[src/rtl/fha_pkg.sv]
// ----------------------------------------------------------------------------
// fha_pkg
// shared widths, codes and control types of the fit hole allocator
// ----------------------------------------------------------------------------
package fha_pkg;

  localparam int unsigned OP_W    = 2;
  localparam int unsigned SIZE_W  = 16;
  localparam int unsigned STAT_W  = 3;
  localparam int unsigned IDX_W   = 5;
  localparam int unsigned TOTAL_W = 21;
  localparam int unsigned MODE_W  = 2;

  // opcodes
  localparam logic [OP_W-1:0] OP_LOAD    = 2'd0;
  localparam logic [OP_W-1:0] OP_ALLOC   = 2'd1;
  localparam logic [OP_W-1:0] OP_RESTART = 2'd2;

  // result status codes
  localparam logic [STAT_W-1:0] ST_LOADED    = 3'd0;
  localparam logic [STAT_W-1:0] ST_GRANTED   = 3'd1;
  localparam logic [STAT_W-1:0] ST_NO_FIT    = 3'd2;
  localparam logic [STAT_W-1:0] ST_FULL      = 3'd3;
  localparam logic [STAT_W-1:0] ST_RESTARTED = 3'd4;

  // placement policies, anything else acts as first fit
  localparam logic [MODE_W-1:0] MODE_FIRST = 2'd0;
  localparam logic [MODE_W-1:0] MODE_BEST  = 2'd1;
  localparam logic [MODE_W-1:0] MODE_WORST = 2'd2;

  typedef struct packed {
    logic start;   // latch accepted word, restart the scan
    logic scan;    // read next slot and advance
    logic commit;  // update state and write the result word
  } cmd_t;

  typedef struct packed {
    logic [OP_W-1:0] in_op;
    logic            empty;
    logic            scan_last;
    logic            out_free;
  } sts_t;

endpackage

[src/rtl/fha_if.sv]
// ----------------------------------------------------------------------------
// fha_if
// valid/ready channels for input words and result words
// ----------------------------------------------------------------------------
interface fha_in_if;
  logic                          valid;
  logic                          ready;
  logic [fha_pkg::OP_W-1:0]      opcode;
  logic [fha_pkg::SIZE_W-1:0]    item_size;

  modport source (output valid, output opcode, output item_size, input ready);
  modport sink   (input valid, input opcode, input item_size, output ready);
endinterface

interface fha_out_if;
  logic                          valid;
  logic                          ready;
  logic [fha_pkg::STAT_W-1:0]    status;
  logic [fha_pkg::IDX_W-1:0]     hole_index;
  logic [fha_pkg::SIZE_W-1:0]    granted_hole_size;
  logic [fha_pkg::TOTAL_W-1:0]   internal_frag_total;
  logic [fha_pkg::TOTAL_W-1:0]   external_frag_total;

  modport source (output valid, output status, output hole_index,
                  output granted_hole_size, output internal_frag_total,
                  output external_frag_total, input ready);
  modport sink   (input valid, input status, input hole_index,
                  input granted_hole_size, input internal_frag_total,
                  input external_frag_total, output ready);
endinterface

[src/rtl/fit_hole_allocator.sv]
// ----------------------------------------------------------------------------
// fit_hole_allocator
// first, best and worst fit allocator over a table of loaded hole sizes
// ----------------------------------------------------------------------------
// load and restart: idle, then done, where the result is committed once the
//   result slot frees; unknown opcodes are dropped in idle with no result
// allocate: idle, then the scan that reads one hole slot per cycle from the
//   hole ram, then drain and done; on an empty table straight to done
// one word at a time; the next word is accepted while a result is still held
// reset clears marks, count, totals and fit_mode; the hole ram needs no clear
// ----------------------------------------------------------------------------
module fit_hole_allocator #(
  parameter int unsigned MAX_HOLES = 32
) (
  input  logic                        clk_i,
  input  logic                        rst_ni,
  input  logic                        cfg_we_i,
  input  logic [fha_pkg::MODE_W-1:0]  cfg_wdata_i,
  fha_in_if.sink                      in_i,
  fha_out_if.source                   out_o
);

  // command and status between sequencer and datapath
  fha_pkg::cmd_t cmd;
  fha_pkg::sts_t sts;
  logic          in_ready;

  // sequencer: idle -> (scan -> drain) -> done, commit when result slot frees
  fha_ctrl u_ctrl (
    .clk_i      (clk_i),
    .rst_ni     (rst_ni),
    .in_valid_i (in_i.valid),
    .in_ready_o (in_ready),
    .cmd_o      (cmd),
    .sts_i      (sts)
  );

  // hole ram, used marks, running candidate and fragmentation totals
  fha_datapath #(
    .MAX_HOLES (MAX_HOLES)
  ) u_datapath (
    .clk_i                     (clk_i),
    .rst_ni                    (rst_ni),
    .cfg_we_i                  (cfg_we_i),
    .cfg_wdata_i               (cfg_wdata_i),
    .in_opcode_i               (in_i.opcode),
    .in_item_size_i            (in_i.item_size),
    .out_ready_i               (out_o.ready),
    .out_valid_o               (out_o.valid),
    .out_status_o              (out_o.status),
    .out_hole_index_o          (out_o.hole_index),
    .out_granted_hole_size_o   (out_o.granted_hole_size),
    .out_internal_frag_total_o (out_o.internal_frag_total),
    .out_external_frag_total_o (out_o.external_frag_total),
    .cmd_i                     (cmd),
    .sts_o                     (sts)
  );

  // ready whenever the sequencer is idle, even with a result word pending
  assign in_i.ready = in_ready;

endmodule

[src/rtl/fha_ram.sv]
// ----------------------------------------------------------------------------
// fha_ram
// generic single-write, single-read ram with registered read data
// ----------------------------------------------------------------------------
module fha_ram #(
  parameter int unsigned WIDTH = 16,
  parameter int unsigned DEPTH = 32
) (
  input  logic                     clk_i,
  input  logic                     we_i,
  input  logic [$clog2(DEPTH)-1:0] waddr_i,
  input  logic [WIDTH-1:0]         wdata_i,
  input  logic [$clog2(DEPTH)-1:0] raddr_i,
  output logic [WIDTH-1:0]         rdata_o
);

  logic [WIDTH-1:0] mem_q [DEPTH];
  logic [WIDTH-1:0] rdata_q;

  always_ff @(posedge clk_i) begin
    if (we_i) begin
      mem_q[waddr_i] <= wdata_i;
    end
    rdata_q <= mem_q[raddr_i];
  end

  assign rdata_o = rdata_q;

endmodule

[src/rtl/fha_ctrl.sv]
// ----------------------------------------------------------------------------
// fha_ctrl
// sequencer: accept, scan hole slots, commit result
// ----------------------------------------------------------------------------
module fha_ctrl (
  input  logic          clk_i,
  input  logic          rst_ni,
  input  logic          in_valid_i,
  output logic          in_ready_o,
  output fha_pkg::cmd_t cmd_o,
  input  fha_pkg::sts_t sts_i
);

  localparam logic [1:0] S_IDLE  = 2'd0;
  localparam logic [1:0] S_SCAN  = 2'd1;
  localparam logic [1:0] S_DRAIN = 2'd2;
  localparam logic [1:0] S_DONE  = 2'd3;

  logic [1:0] state_q, state_d;

  always_comb begin
    state_d    = state_q;
    in_ready_o = 1'b0;
    cmd_o      = '0;
    unique case (state_q)
      S_IDLE: begin
        in_ready_o = 1'b1;
        if (in_valid_i) begin
          cmd_o.start = 1'b1;
          unique case (sts_i.in_op)
            fha_pkg::OP_LOAD,
            fha_pkg::OP_RESTART: state_d = S_DONE;
            fha_pkg::OP_ALLOC:   state_d = sts_i.empty ? S_DONE : S_SCAN;
            default:             state_d = S_IDLE;  // unknown opcode, dropped
          endcase
        end
      end
      S_SCAN: begin
        cmd_o.scan = 1'b1;
        if (sts_i.scan_last) begin
          state_d = S_DRAIN;
        end
      end
      S_DRAIN: begin
        // last read data is evaluated here
        state_d = S_DONE;
      end
      S_DONE: begin
        if (sts_i.out_free) begin
          cmd_o.commit = 1'b1;
          state_d      = S_IDLE;
        end
      end
      default: state_d = S_IDLE;
    endcase
  end

  always_ff @(posedge clk_i or negedge rst_ni) begin
    if (!rst_ni) begin
      state_q <= S_IDLE;
    end else begin
      state_q <= state_d;
    end
  end

endmodule

[src/rtl/fha_datapath.sv]
// ----------------------------------------------------------------------------
// fha_datapath
// hole table, used marks, candidate tracking, totals and result register
// ----------------------------------------------------------------------------
module fha_datapath #(
  parameter int unsigned MAX_HOLES = 32
) (
  input  logic                           clk_i,
  input  logic                           rst_ni,
  input  logic                           cfg_we_i,
  input  logic [fha_pkg::MODE_W-1:0]     cfg_wdata_i,
  input  logic [fha_pkg::OP_W-1:0]       in_opcode_i,
  input  logic [fha_pkg::SIZE_W-1:0]     in_item_size_i,
  input  logic                           out_ready_i,
  output logic                           out_valid_o,
  output logic [fha_pkg::STAT_W-1:0]     out_status_o,
  output logic [fha_pkg::IDX_W-1:0]      out_hole_index_o,
  output logic [fha_pkg::SIZE_W-1:0]     out_granted_hole_size_o,
  output logic [fha_pkg::TOTAL_W-1:0]    out_internal_frag_total_o,
  output logic [fha_pkg::TOTAL_W-1:0]    out_external_frag_total_o,
  input  fha_pkg::cmd_t                  cmd_i,
  output fha_pkg::sts_t                  sts_o
);

  localparam int unsigned IW = $clog2(MAX_HOLES);
  localparam int unsigned CW = $clog2(MAX_HOLES + 1);
  localparam int unsigned SW = fha_pkg::SIZE_W;
  localparam int unsigned TW = fha_pkg::TOTAL_W;
  localparam int unsigned XW = IW + fha_pkg::IDX_W;

  // control state
  logic [fha_pkg::MODE_W-1:0] fit_mode_q, fit_mode_d;
  logic [CW-1:0]              loaded_q, loaded_d;
  logic [IW-1:0]              scan_idx_q, scan_idx_d;
  logic                       rd_valid_q, rd_valid_d;
  logic                       found_q, found_d;
  logic [MAX_HOLES-1:0]       used_q, used_d;
  logic [TW-1:0]              internal_q, internal_d;
  logic [TW-1:0]              free_q, free_d;
  logic [TW-1:0]              loaded_sum_q, loaded_sum_d;
  logic                       out_valid_q, out_valid_d;

  // payload
  logic [fha_pkg::OP_W-1:0]   op_q, op_d;
  logic [SW-1:0]              req_q, req_d;
  logic [IW-1:0]              rd_idx_q, rd_idx_d;
  logic [IW-1:0]              best_idx_q, best_idx_d;
  logic [SW-1:0]              best_size_q, best_size_d;
  logic [fha_pkg::STAT_W-1:0] status_q, status_d;
  logic [fha_pkg::IDX_W-1:0]  index_q, index_d;
  logic [SW-1:0]              granted_q, granted_d;

  logic [SW-1:0] rd_data;
  logic          full;
  logic          grant;
  logic          take;
  logic          slot_free;
  logic          fits;
  logic          ram_we;
  logic [XW-1:0] load_idx_ext;
  logic [XW-1:0] best_idx_ext;

  fha_ram #(
    .WIDTH (SW),
    .DEPTH (MAX_HOLES)
  ) u_hole_ram (
    .clk_i   (clk_i),
    .we_i    (ram_we),
    .waddr_i (loaded_q[IW-1:0]),
    .wdata_i (req_q),
    .raddr_i (scan_idx_q),
    .rdata_o (rd_data)
  );

  assign full         = (loaded_q == CW'(MAX_HOLES));
  assign grant        = found_q && (best_size_q >= req_q);
  assign ram_we       = cmd_i.commit && (op_q == fha_pkg::OP_LOAD) && !full;
  assign load_idx_ext = {{fha_pkg::IDX_W{1'b0}}, loaded_q[IW-1:0]};
  assign best_idx_ext = {{fha_pkg::IDX_W{1'b0}}, best_idx_q};
  assign slot_free    = !used_q[rd_idx_q];
  assign fits         = (rd_data >= req_q);

  // candidate selection per policy, strict compares keep ties on the lower slot
  always_comb begin
    unique case (fit_mode_q)
      fha_pkg::MODE_WORST: take = slot_free && (!found_q || rd_data > best_size_q);
      fha_pkg::MODE_BEST:  take = slot_free && fits && (!found_q || rd_data < best_size_q);
      default:             take = slot_free && fits && !found_q;
    endcase
  end

  always_comb begin
    fit_mode_d   = fit_mode_q;
    loaded_d     = loaded_q;
    scan_idx_d   = scan_idx_q;
    rd_valid_d   = cmd_i.scan;
    found_d      = found_q;
    used_d       = used_q;
    internal_d   = internal_q;
    free_d       = free_q;
    loaded_sum_d = loaded_sum_q;
    op_d         = op_q;
    req_d        = req_q;
    rd_idx_d     = scan_idx_q;
    best_idx_d   = best_idx_q;
    best_size_d  = best_size_q;
    status_d     = status_q;
    index_d      = index_q;
    granted_d    = granted_q;

    if (cfg_we_i) begin
      fit_mode_d = cfg_wdata_i;
    end

    if (cmd_i.start) begin
      op_d       = in_opcode_i;
      req_d      = in_item_size_i;
      scan_idx_d = '0;
      found_d    = 1'b0;
    end

    if (cmd_i.scan) begin
      scan_idx_d = scan_idx_q + IW'(1);
    end

    if (rd_valid_q && take) begin
      found_d     = 1'b1;
      best_idx_d  = rd_idx_q;
      best_size_d = rd_data;
    end

    if (cmd_i.commit) begin
      out_valid_d = 1'b1;
    end else if (out_ready_i) begin
      out_valid_d = 1'b0;
    end else begin
      out_valid_d = out_valid_q;
    end

    if (cmd_i.commit) begin
      index_d   = '0;
      granted_d = '0;
      unique case (op_q)
        fha_pkg::OP_LOAD: begin
          if (full) begin
            status_d = fha_pkg::ST_FULL;
          end else begin
            status_d                  = fha_pkg::ST_LOADED;
            index_d                   = load_idx_ext[fha_pkg::IDX_W-1:0];
            used_d[loaded_q[IW-1:0]]  = 1'b0;
            loaded_d                  = loaded_q + CW'(1);
            free_d                    = free_q + TW'(req_q);
            loaded_sum_d              = loaded_sum_q + TW'(req_q);
          end
        end
        fha_pkg::OP_ALLOC: begin
          if (grant) begin
            status_d           = fha_pkg::ST_GRANTED;
            index_d            = best_idx_ext[fha_pkg::IDX_W-1:0];
            granted_d          = best_size_q;
            used_d[best_idx_q] = 1'b1;
            internal_d         = internal_q + (TW'(best_size_q) - TW'(req_q));
            free_d             = free_q - TW'(best_size_q);
          end else begin
            status_d = fha_pkg::ST_NO_FIT;
          end
        end
        fha_pkg::OP_RESTART: begin
          status_d   = fha_pkg::ST_RESTARTED;
          used_d     = '0;
          internal_d = '0;
          free_d     = loaded_sum_q;
        end
        default: status_d = status_q;
      endcase
    end
  end

  always_ff @(posedge clk_i or negedge rst_ni) begin
    if (!rst_ni) begin
      fit_mode_q   <= fha_pkg::MODE_FIRST;
      loaded_q     <= '0;
      scan_idx_q   <= '0;
      rd_valid_q   <= 1'b0;
      found_q      <= 1'b0;
      used_q       <= '0;
      internal_q   <= '0;
      free_q       <= '0;
      loaded_sum_q <= '0;
      out_valid_q  <= 1'b0;
    end else begin
      fit_mode_q   <= fit_mode_d;
      loaded_q     <= loaded_d;
      scan_idx_q   <= scan_idx_d;
      rd_valid_q   <= rd_valid_d;
      found_q      <= found_d;
      used_q       <= used_d;
      internal_q   <= internal_d;
      free_q       <= free_d;
      loaded_sum_q <= loaded_sum_d;
      out_valid_q  <= out_valid_d;
    end
  end

  always_ff @(posedge clk_i) begin
    op_q        <= op_d;
    req_q       <= req_d;
    rd_idx_q    <= rd_idx_d;
    best_idx_q  <= best_idx_d;
    best_size_q <= best_size_d;
    status_q    <= status_d;
    index_q     <= index_d;
    granted_q   <= granted_d;
  end

  // totals only move on commit, which waits for the result word to leave
  assign out_valid_o               = out_valid_q;
  assign out_status_o              = status_q;
  assign out_hole_index_o          = index_q;
  assign out_granted_hole_size_o   = granted_q;
  assign out_internal_frag_total_o = internal_q;
  assign out_external_frag_total_o = free_q;

  assign sts_o.in_op     = in_opcode_i;
  assign sts_o.empty     = (loaded_q == '0);
  assign sts_o.scan_last = (CW'(scan_idx_q) == loaded_q - CW'(1));
  assign sts_o.out_free  = !out_valid_q || out_ready_i;

endmodule

[src/flat_wrapper.sv]
// flat-port wrapper written by rule: the top's interface ports become plain ports
module fit_hole_allocator_flat 
#(
  parameter int unsigned MAX_HOLES = 32
)
  (clk_i, rst_ni, cfg_we_i, cfg_wdata_i, in_i_valid, in_i_opcode, in_i_item_size, in_i_ready, out_o_valid, out_o_status, out_o_hole_index, out_o_granted_hole_size, out_o_internal_frag_total, out_o_external_frag_total, out_o_ready);
  fha_in_if in_i_i ();
  fha_out_if out_o_i ();
  input  logic clk_i;
  input  logic rst_ni;
  input  logic cfg_we_i;
  input  logic [fha_pkg::MODE_W-1:0] cfg_wdata_i;
  input wire logic [$bits(in_i_i.valid)-1:0] in_i_valid;
  input wire logic [$bits(in_i_i.opcode)-1:0] in_i_opcode;
  input wire logic [$bits(in_i_i.item_size)-1:0] in_i_item_size;
  output wire logic [$bits(in_i_i.ready)-1:0] in_i_ready;
  output wire logic [$bits(out_o_i.valid)-1:0] out_o_valid;
  output wire logic [$bits(out_o_i.status)-1:0] out_o_status;
  output wire logic [$bits(out_o_i.hole_index)-1:0] out_o_hole_index;
  output wire logic [$bits(out_o_i.granted_hole_size)-1:0] out_o_granted_hole_size;
  output wire logic [$bits(out_o_i.internal_frag_total)-1:0] out_o_internal_frag_total;
  output wire logic [$bits(out_o_i.external_frag_total)-1:0] out_o_external_frag_total;
  input wire logic [$bits(out_o_i.ready)-1:0] out_o_ready;
  assign in_i_i.valid = in_i_valid;
  assign in_i_i.opcode = in_i_opcode;
  assign in_i_i.item_size = in_i_item_size;
  assign in_i_ready = in_i_i.ready;
  assign out_o_valid = out_o_i.valid;
  assign out_o_status = out_o_i.status;
  assign out_o_hole_index = out_o_i.hole_index;
  assign out_o_granted_hole_size = out_o_i.granted_hole_size;
  assign out_o_internal_frag_total = out_o_i.internal_frag_total;
  assign out_o_external_frag_total = out_o_i.external_frag_total;
  assign out_o_i.ready = out_o_ready;
  fit_hole_allocator #(.MAX_HOLES(MAX_HOLES)) u_core (.clk_i(clk_i), .rst_ni(rst_ni), .cfg_we_i(cfg_we_i), .cfg_wdata_i(cfg_wdata_i), .in_i(in_i_i), .out_o(out_o_i));
endmodule
[config.mk]
export PLATFORM = sky130hd
export DESIGN_NAME = fit_hole_allocator_flat
export DESIGN_NICKNAME = d
export VERILOG_FILES = /design/src/rtl/fha_pkg.sv /design/src/rtl/fha_if.sv /design/src/rtl/fit_hole_allocator.sv /design/src/rtl/fha_ram.sv /design/src/rtl/fha_ctrl.sv /design/src/rtl/fha_datapath.sv /design/src/flat_wrapper.sv
export SDC_FILE = /design/constraint.sdc
export NUM_CORES = 1
export LEC_CHECK = 0
export BUFFER_PORTS_ARGS = -buffer_cell sky130_fd_sc_hd__buf_2
export CORE_ASPECT_RATIO = 0.9
export CORE_MARGIN = 2
export CORE_UTILIZATION = 56
export CTS_CLUSTER_DIAMETER = 50
export CTS_CLUSTER_SIZE = 24
export DETAILED_ROUTE_END_ITERATION = 8
export GPL_ROUTABILITY_DRIVEN = 0
export PLACE_DENSITY = 0.76
export SYNTH_ARGS = -nofsm -noshare
export SYNTH_HDL_FRONTEND = slang
export SYNTH_SLANG_ARGS = --single-unit
[constraint.sdc]
create_clock -name clk_i -period 4.3 [get_ports clk_i]
set_input_delay 0.645 -clock clk_i [delete_from_list [all_inputs] [get_ports clk_i]]
set_output_delay 0.645 -clock clk_i [all_outputs]
set_load 0.05 [all_outputs]
* Yosys cells after proc, flatten, opt, wreduce, memory -nomap -nowiden
Memory sizes are Yosys's and may differ from the RTL's. A register that Yosys moved wholly into a read port is not among the register bits. Index checks and enable logic that the tools add are counted.
Cells by class: $add $sub $neg 8, multiply operators 0, div/mod/pow operators 0, order comparisons 9, eq/ne operators 16, shifts and indexed selects 0, muxes and demuxes 41, bitwise operators 4, reduce and logical (&&, ||, !) cells 33
Operator list (number):
- 32-bit one-hot mux with 3 select lines | 1
- 32-bit two-way mux | 2
- 21-bit two-way mux | 3
- 21-bit one-hot mux with 3 select lines | 1
- 21-bit by 16-bit adder with 21-bit output | 2
- 21-bit one-hot mux with 2 select lines | 1
- 32-bit AND | 1
- 16-bit greater-or-equal comparator | 2
- 32-bit inverter | 1
- 32-bit OR | 1
- 21-bit adder | 1
- 21-bit by 16-bit subtractor with 21-bit output | 1
- 5-bit two-way mux | 4
- 5-bit by 6-bit less-than comparator with 1-bit output (second input constant) | 3
- 16-bit by 16-bit subtractor with 17-bit output | 1
- 16-bit > comparator | 1
- 16-bit less-than comparator | 1
- 1-bit two-way mux | 15
- 2-bit two-way mux | 6
- 1-bit demux with 5-bit select | 2
- 2-bit == test (second input constant) | 5
- 5-bit by 1-bit greater-or-equal comparator with 1-bit output (second input constant) | 2
- 1-bit logical AND | 10
- 5-bit one-hot mux with 2 select lines | 1
- other kinds (24) | 43
Word-level totals: register bits after elaboration 181, latch bits 0, bits in writable memories 512, ROM bits 0, bits of input ports 25, output and inout bits 68, logic and storage cells 131, memories kept 1
Memories:
- u_core.u_datapath.u_hole_ram.mem_q | words 32, width 16, read ports 1, clocked after memory_dff 1, wr ports 1, RTL line fha_ram.sv:17 | logic [WIDTH-1:0] mem_q [DEPTH];

* Depth between registers and ports, before layout
Gate-level depths: netlist of run 1.
depth in word-level cells 8, mapped depth 20, gate-level depth less buffers 20

* Hierarchy
Synthesis of run 1 repeated with hierarchy kept, for this count alone.
Second synthesis, totals: cell total of the unflattened synthesis 2458, area total of the unflattened synthesis 33350.7 µm²
Modules (own cells, without submodules):
- fha_ram | instances 1, cells an instance 1143, area an instance 20535.9 µm², sequential area each 15695.1 µm²
- fha_datapath | instances 1, cells an instance 1294, area an instance 12624.6 µm², sequential area each 4769.6 µm²
- fha_ctrl | instances 1, cells an instance 21, area an instance 190.2 µm², sequential area each 50.0 µm²

* Worst setup path after synthesis of run 1
No wires, ideal clock.
path type reg2reg, start register u_core.u_datapath.req_q[3], end register u_core.u_datapath.internal_q[20], in the netlist u_core.u_datapath.out_internal_frag_total_o[20], library setup time 0.126 ns, data arrival time 4.336 ns, required time 4.174 ns, setup slack -0.162 ns, cell stages (with the launch flop) 21, buffers on the path 0, clock period less this slack 4.462 ns, cells stage by stage edfxtp_1 -> inv_1 -> ha_1 -> a21o_1 -> a21oi_1 -> a21boi_2 -> o22ai_2 -> o21ai_0 -> o41ai_1 -> o21ba_2 -> o21ai_0 -> xor2_1 -> ha_1 -> a21oi_1 -> nor2_1 -> o21a_1 -> a31oi_1 -> o211ai_1 -> a21oi_1 -> nor4b_1 -> a221o_1
Between the ends: cells in the longest elaborated chain, start to end 4, elaborated cells between the ends (all ways) 8, those cells by class add/sub: 2; order compare: 1; eq/ne: 1; mux: 2; reduce/logical: 2
Ends and longest elaborated chain:
- from (decl) | RTL line fha_datapath.sv:45 | logic [SW-1:0] req_q, req_d;
- from (signal assigned) | RTL line fha_datapath.sv:207 | req_q <= req_d;
- 16-bit by 16-bit subtractor with 17-bit output / 16-bit greater-or-equal comparator (equally long branches) | RTL line fha_datapath.sv:162, fha_datapath.sv:76
- 21-bit adder / 1-bit logical AND (equally long branches) | RTL line fha_datapath.sv:162, fha_datapath.sv:76
- 21-bit two-way mux / 2-bit != test (equally long branches)
- 21-bit one-hot mux with 2 select lines / 3-bit AND reduction (equally long branches)
- to (signal assigned) | RTL line fha_datapath.sv:198 | internal_q <= internal_d;
- to (decl) | RTL line fha_datapath.sv:38 | logic [TW-1:0] internal_q, internal_d;
Several ways; a longest one is shown, not always the timed one. The select of a mux whose other input is x is not followed. A chain may end at the register's enable or synchronous reset.

* Final worst setup path of run 1
start register u_core.u_datapath.req_q[0], end register u_core.u_datapath.internal_q[20], in the netlist u_core.u_datapath.out_internal_frag_total_o[20]
Same word-level chain as after synthesis.

==> results.md, run 1 <==
* Status: complete, no violations
* Top cells by area, synth: edfxtp_1 (53%), dfrtp_1 (8.8%), mux4_2 (5.2%)
* Gr usage total at 28.33%
* Slew Limit Fails at 0
* Finished Layout Cells at 3,293
* Clock transition at the registers of the reported paths at 90 ps
* DRT Pass-1 Iters at 7
* CP arrival at 4620 ps
* Initial core utilization at 56.63%
* Placed Cells at 3,181
* Routed len/inst at 25.67 um
* Die height at 231.8 um
* Crit path time final at 4124 ps
* Core area at 57,010 um^2
* Async S/R FF share, synth at 15.94%
* Wire length of the first global-routing pass at 126,900 um
* Clk_lat worst skew at 650 ps
* Top Ports at 93
* Clock sinks at 709
* Syn. warnings at 0
* Distinct cell type count after synthesis at 74
* Largest net degree at the start of global routing at 65
* Crit Path Class: flip-flop to flip-flop
* Max Cap Viol at 0
* # port buffers at 92
* Final wirelength at 84,530 um
* Tcrit/Tclk final at 95.90%
* Final nets at 2,628
* Share of layout cells above drive strength 1 at 17.94%
* Max_slew headroom at 31.44%
* Die X-Extent at 257.1 um
* Die ar. at 59,600 um^2
* Required @ worst endpoint at 4800 ps
* CTS tree: built
* Final Util at 63.57%
* Simple-Gate Fraction of Synth Area at 6.658%
* Final Skew at 39.67 ps
* Syn avg cell area at 13.80 um^2
* Worst-path fanout max at 6
* Multiplexer area fraction after synthesis at 9.649%
* Number of remaining DRC errors at 0
* Xor/xnor share of the synthesized area at 2.252%
* CTS buffer count at 55
* Antenna violations before repair at 4
* Post-synth top flop: edfxtp_1
* Setup WS pre-CTS at 29.29 ps
* Post-synth EDFFs at 575
* Worst setup SP type: flip-flop
* Synthesized instance count at 2,339
* Cell Area, Synth at 32,290 um^2
* Root Driver: clkbuf_16
* Final worst setup slack at 176.5 ps
* Worst-case clock buffer depth at 3
* Final Hold Fails at 0
* Yosys top cell area share at 53.48%
* Sequential area share after synthesis at 63.54%
* Starting DRC count in detailed routing at 2,844
* Fmax achieved at 242.5 MHz
* Synthesis-to-layout area growth at 12.26%
* Site Rows at 83
* Power Density at 676.9 nW/um^2
* Deepest level of the CTS H-tree at 2
* Synth Area in Compound Gates at 10.80%
* DP HPWL at 55,630 um
* Leak at 13.09 nW
* Placed cell area at 34,040 um^2
* Mapped Nets at 2,488
* Worst Hold Class: input port to flip-flop
* Worst vdd ir at 0.4672 mV
* Final instance area at 36,240 um^2
* Vias at 21,320
* Area leader, netlist: edfxtp_1
* Endpoints failing setup at 0
* Vias in the first global route at 20,750
* Synth Register Bits at 709
* Combinational family with the most area after synthesis: compound AO/OA/AOI/OAI gates
* Fill cells at 3,998
* Synth Area in Adders at 4.898%
* Antenna-violating nets left at 0
* Worst slew pin tran at 1025 ps
* WHS at 164.0 ps
* Gr ovfl total at 0
* Critical path capture point type: flip-flop
* Vias/cell at 6.474
## metal layers
layer	track usage, %	vias up	share of wire [%]
li1	-	9270	-
met1	39.65	10600	40
met2	45.27	1230	46
met3	4.158	219	9.9
met4	11.08	2	4.0
met5	0	-	0.015
## repair_timing
item,CTS,global route
setup buffers,0,5
hold buffers,1,0
endpoints found under the setup margin,0,7
resized for setup,0,30
hold endpoints to repair,16,0
## registers in the layout (all words and copies together), names as in the netlist, 6 cells and up
register                                     count
u_core.u_datapath.out_external_frag_total_o     21
u_core.u_datapath.loaded_sum_q                  21
u_core.u_datapath.u_hole_ram.rdata_o            16
u_core.u_datapath.req_q                         16
u_core.u_datapath.out_internal_frag_total_o     21
u_core.u_datapath.used_q                        32
u_core.u_datapath.loaded_q                       6
u_core.u_datapath.out_granted_hole_size_o       16
u_core.u_datapath.u_hole_ram.mem_q             512
u_core.u_datapath.best_size_q                   16
## final timing paths
kind / start / slack (ps) / to / cells past startpoint
setup / recovery: u_core.u_datapath.req_q[0]$_DFFE_PP_ / 180 / u_core.u_datapath.out_internal_frag_total_o[20]$_DFFE_PN0P_ / 17
hold / removal: in_i_item_size[10] / 160 / u_core.u_datapath.req_q[10]$_DFFE_PP_ / 1
setup reg to reg: u_core.u_datapath.req_q[0]$_DFFE_PP_ / 180 / u_core.u_datapath.out_internal_frag_total_o[20]$_DFFE_PN0P_ / 17
hold reg to reg: u_core.u_datapath.u_hole_ram.rdata_o[0]$_DFF_P_ / 460 / u_core.u_datapath.best_size_q[0]$_DFFE_PP_ / 0
max in group asynchronous: rst_ni / 2730 / u_core.u_datapath.out_internal_frag_total_o[8]$_DFFE_PN0P_ / 3
min in group asynchronous: rst_ni / 560 / u_core.u_datapath.used_q[0]$_DFFE_PN0P_ / 2
## metrics by stage
| step | setup TNS (ps) | total power [mW] |
|---|---|---|
| 2_1_floorplan | 0 | 15.98 |
| 3_3_place_gp | 0 | 18.46 |
| 3_5_place_dp | 0 | 18.77 |
| 4_1_cts | 0 | 24.28 |
| 5_1_grt | -41.79 | 25.73 |
| 6_report | 0 | 24.53 |
## final cells by class
class | instances | area (um^2) | area share, %
clock buffer | 63 | 1458 | 4.022
clock inverter | 40 | 540.5 | 1.491
multi-input combinational | 1448 | 11220 | 30.96
inverter | 71 | 266.5 | 0.7353
tap | 765 | 957.2 | 2.641
sequential | 709 | 20520 | 56.62
timing repair buffer | 194 | 1272 | 3.511
antenna | 3 | 7.507 | 0.02071
## cells in the mapped netlist, types with 6 or more instances
| library cell | instances |
|---|---|
| a211oi_1 | 11 |
| a21o_1 | 31 |
| a21oi_1 | 165 |
| a22o_1 | 7 |
| a31oi_1 | 13 |
| and2_1 | 10 |
| and3_1 | 9 |
| buf_1 | 16 |
| buf_2 | 23 |
| clkbuf_1 | 72 |
| dfrtp_1 | 113 |
| dfxtp_1 | 21 |
| edfxtp_1 | 575 |
| ha_1 | 120 |
| inv_1 | 71 |
| mux2_2 | 38 |
| mux2i_1 | 102 |
| mux4_2 | 74 |
| nand2_1 | 170 |
| nand2b_1 | 11 |
| nand3_1 | 32 |
| nand3b_1 | 8 |
| nand4_1 | 15 |
| nor2_1 | 129 |
| nor2b_1 | 16 |
| nor3_1 | 37 |
| o211ai_1 | 12 |
| o21a_1 | 16 |
| o21ai_0 | 162 |
| o21ai_1 | 9 |
| o221ai_1 | 50 |
| o22a_1 | 8 |
| o22ai_1 | 17 |
| o31ai_1 | 12 |
| or2_2 | 6 |
| or3_1 | 8 |
| xnor2_1 | 51 |
| xor2_1 | 32 |
## cell families (layout without fill, tap and decap cells)
logic type               after synthesis  count (layout)
AO/OA/AOI/OAI                        558             558
flip-flops                           709             709
AND/OR/NAND/NOR                      469             469
multiplexers                         214             214
other                                  0               3
adder cells (fa/ha/maj)              124             124
XOR/XNOR                              83              83
buffers and inverters                182             368
## critical path: stages (launching register included)
cell,delay [ps]
edfxtp_1,450
ha_2,240
fa_2,360
nor2b_2,200
o2111ai_2,150
nand4_1,190
and3_1,210
o21a_1,130
nor2_1,50
xnor2_1,140
ha_2,390
nand4_1,130
a211oi_2,370
o22ai_2,160
o211ai_1,300
nand2_1,100
xor2_1,150
a221o_1,280
## where the power goes
group	internal, mW	total, mW	switching, mW
logic	3.74	9.96	6.22
registers	8.26	9.03	0.762
clock network	2.76	5.55	2.79
## cells in the final DEF (no fill, tap or decap), drive strengths merged, types with 8 or more instances in the layout
cell / instances
o31ai: 12
a211oi: 12
o21ai: 171
and2: 10
a21oi: 165
o21a: 16
and3: 9
dfxtp: 21
o211ai: 13
mux4: 74
clkbuf: 63
o22a: 8
dfrtp: 113
nand2: 170
inv: 95
mux2i: 102
nor2b: 16
mux2: 38
buf: 193
o22ai: 18
a31oi: 13
nor3: 37
clkinv: 12
edfxtp: 575
nor2: 129
xor2: 32
ha: 120
xnor2: 51
nand4: 15
o221ai: 50
a21o: 31
nand3b: 8
nand3: 32
or3: 8
nand2b: 11
(Power assumes the default switching activity.)
==> run 2: changes to the inputs <==
- CORE_ASPECT_RATIO: 0.9 -> 1.5
==> results.md, run 2 (synthesis gave the netlist of run 1 again) <==
* Worst-path fanout max at 5 (-1)
* Most frequent CP cell: a21oi_2
* Routed len/inst at 25.90 um (+0.91%)
* Crit path time final at 4245 ps (+122.0 ps)
* R2r setup slk at 50 ps (-120 ps)
* Hold-critical path depth at 1 (unchanged)
* Gr ovfl total at 0 (unchanged)
* Largest register by flop count: u_core.u_datapath.u_hole_ram.mem_q
* Critical Path Start: u_core.u_datapath.req_q[3]$_DFFE_PP_
* Final Skew at 28.72 ps (-10.95 ps)
* Required @ worst endpoint at 4790 ps (about the same)
* Final Hold Fails at 0 (unchanged)
* Clock sinks at 709 (unchanged)
* Most common cell after layout, fill and taps aside: edfxtp_1
* Final wirelength at 84,970 um (+0.51%)
* Deepest level of the CTS H-tree at 2 (unchanged)
* Antenna-violating nets left at 0 (unchanged)
* Critical path capture point type: flip-flop
* Number of remaining DRC errors at 0 (unchanged)
* CTS tree: built
* Endpoints failing setup at 0 (unchanged)
* Die ar. at 59,630 um^2 (about the same)
* Fmax achieved at 235.5 MHz (-2.9%)
* Root Driver: clkbuf_16
* Starting DRC count in detailed routing at 2,144 (-25%)
* Core area at 56,900 um^2 (-0.20%)
* Top Ports at 93 (unchanged)
* Worst-case clock buffer depth at 3 (unchanged)
* Final worst setup slack at 54.51 ps (-122.0 ps)
* Wire length of the first global-routing pass at 127,700 um (+0.65%)
* Critical Path, Cell by Cell: inv_2, ha_2, a21o_1, a21oi_2, a21boi_2, o22ai_4, o21ai_2, o41ai_2, o21ba_2, o21ai_0, xor2_1, ha_1, a21oi_2, nor2_1, o21a_1, a31oi_1, o211ai_1, a21oi_1, nor4b_1, a221o_1
* Clock transition at the registers of the reported paths at 90 ps (about the same)
* Fill cells at 4,069 (+1.8%)
* Crit Path Class: flip-flop to flip-flop
* Finished Layout Cells at 3,280 (-0.39%)
* Status: complete, no violations
* Worst Hold Class: input port to flip-flop
* CP arrival at 4740 ps (+120 ps)
* Worst setup SP type: flip-flop
* Placed Cells at 3,189 (+0.25%)
* Worst hold start: in_i_item_size[11]
* Antenna violations before repair at 6 (+2)
* Vias at 21,150 (-0.81%)
* Gr usage total at 28.88% (+0.54 points)
* Synthesis-to-layout area growth at 10.99%
* RR Endpoint: u_core.u_datapath.out_internal_frag_total_o[20]$_DFFE_PN0P_
* Tcrit/Tclk final at 98.73% (+2.8 points)
* Die X-Extent at 200.1 um (-22%)
* Max incr delay on CP at 420 ps (-30 ps)
* Die height at 298.1 um (+29%)
* DP HPWL at 58,110 um (+4.5%)
* Worst R2R Start: u_core.u_datapath.req_q[3]$_DFFE_PP_
* Initial core utilization at 56.75% (+0.11 points)
* Power Density at 659.6 nW/um^2 (-2.5%)
* Leak at 12.92 nW (-1.3%)
* # port buffers at 92 (unchanged)
* Site Rows at 107 (+29%)
* Final nets at 2,634 (+0.23%)
* Max reg flops at 512 (unchanged)
* Slew Limit Fails at 0 (unchanged)
* Biggest regs: u_core.u_datapath.u_hole_ram.mem_q (512), u_core.u_datapath.used_q (32)
* Vias/cell at 6.447 (-0.42%)
* Share of layout cells above drive strength 1 at 17.50% (-0.44 points)
* Max_slew headroom at 28.33% (-3.1 points)
* Worst slew pin tran at 1074 ps (+49.32 ps)
* Vias in the first global route at 21,330 (+2.8%)
* Worst Hold Path EP: u_core.u_datapath.req_q[11]$_DFFE_PP_
* R2R depth at 20 (+3)
* Clk_lat worst skew at 630 ps (-20 ps)
* Largest net degree at the start of global routing at 83 (+28%)
* Setup WS pre-CTS at 52.76 ps (+23.47 ps)
* CP max-delay cell: edfxtp_1
* Worst vdd ir at 0.4178 mV (-11%)
* CTS buffer count at 44 (-20%)
* Commonest cells after routing, fill and taps aside: edfxtp_1 (575), nand2_1 (170), a21oi_1 (163), o21ai_0 (158), nor2_1 (129)
* DRT Pass-1 Iters at 6 (-1)
* Max Cap Viol at 0 (unchanged)
[run 2: changes by cell type in the layout (fill, tap and decap cells not counted), moves of 3 or more]
| cell | delta |
|---|---|
| clkinv_8 | -4 |
| buf_4 | +16 |
| clkbuf_16 | -12 |
| clkbuf_8 | -3 |
| inv_8 | -8 |
| inv_16 | -3 |
| clkbuf_1 | -3 |
| clkinv_1 | +3 |
[run 2: worst max-delay path by stage]
stage                     cells past startpoint                                                           to  slack [ps]
after floorplan                              20  u_core.u_datapath.out_internal_frag_total_o[20]$_DFFE_PN0P_          20
after detailed placement                     20  u_core.u_datapath.out_internal_frag_total_o[20]$_DFFE_PN0P_          50
after global routing                         20  u_core.u_datapath.out_internal_frag_total_o[20]$_DFFE_PN0P_        -150
final                                        20  u_core.u_datapath.out_internal_frag_total_o[20]$_DFFE_PN0P_          50
after CTS                                    20  u_core.u_datapath.out_internal_frag_total_o[20]$_DFFE_PN0P_          20
after global placement                       20  u_core.u_datapath.out_internal_frag_total_o[20]$_DFFE_PN0P_         100
[run 2: final cells by class]
| class | count | area, um^2 | area share [%] |
|---|---|---|---|
| Multi-Input combinational cell | 1448 | 11180 | 31.21 |
| Clock inverter | 30 | 376.6 | 1.051 |
| Clock buffer | 45 | 1105 | 3.083 |
| Sequential cell | 709 | 20520 | 57.26 |
| Timing Repair Buffer | 211 | 1421 | 3.966 |
| Inverter | 71 | 266.5 | 0.7437 |
| Antenna cell | 3 | 7.507 | 0.02095 |
| Tap cell | 763 | 954.7 | 2.664 |
[run 2: worst max-delay path, delay by kind of cell, from the launching register on]
kind / cells / cell delay [ps]
AOI/OAI and AO/OA: 14 / 2610
xor gates and xnor gates: 1 / 160
adders and majority gates: 2 / 700
buffers and inverters: 1 / 120
DFF: 1 / 420
and+or+nand+nor: 2 / 110
[run 2: report_power, final]
| part | internal [mW] | total, mW | switching [mW] | leakage, nW |
|---|---|---|---|---|
| Combinational | 3.82 | 9.98 | 6.16 | 5.39 |
| Clock | 2.16 | 4.59 | 2.42 | 0.715 |
| Sequential | 8.26 | 9.07 | 0.811 | 6.82 |
[run 2: through the flow]
step	power, mW	setup TNS (ps)	utilization [%]	cell area (um^2)	hold WS [ps]
floorplan	15.98	0	-	32290	345.4
global placement	18.46	0	60.02	34150	429.3
detailed placement	18.82	0	60.02	34150	426.0
CTS	23.39	0	62.65	35640	157.5
global route	24.81	-221.7	62.98	35830	176.8
finish	23.64	0	62.98	35840	194.5
[run 2: what timing repair did]
| item | in CTS | in global routing |
|---|---|---|
| setup endpoints to repair | 0 | 5 |
| hold buffers | 1 | 0 |
| resized for setup | 0 | 22 |
| setup buffers | 0 | 12 |
| endpoints found under the hold margin | 31 | 0 |
[run 2: metal layers]
metal  vias up  global-route usage (%)  share of wire (%)
met5         -                       0              0.051
met4         6                   16.24                6.4
met3       321                   4.652                7.5
met2      1035                   48.97                 50
met1     10530                   34.94                 36
li1       9260                       -                  -
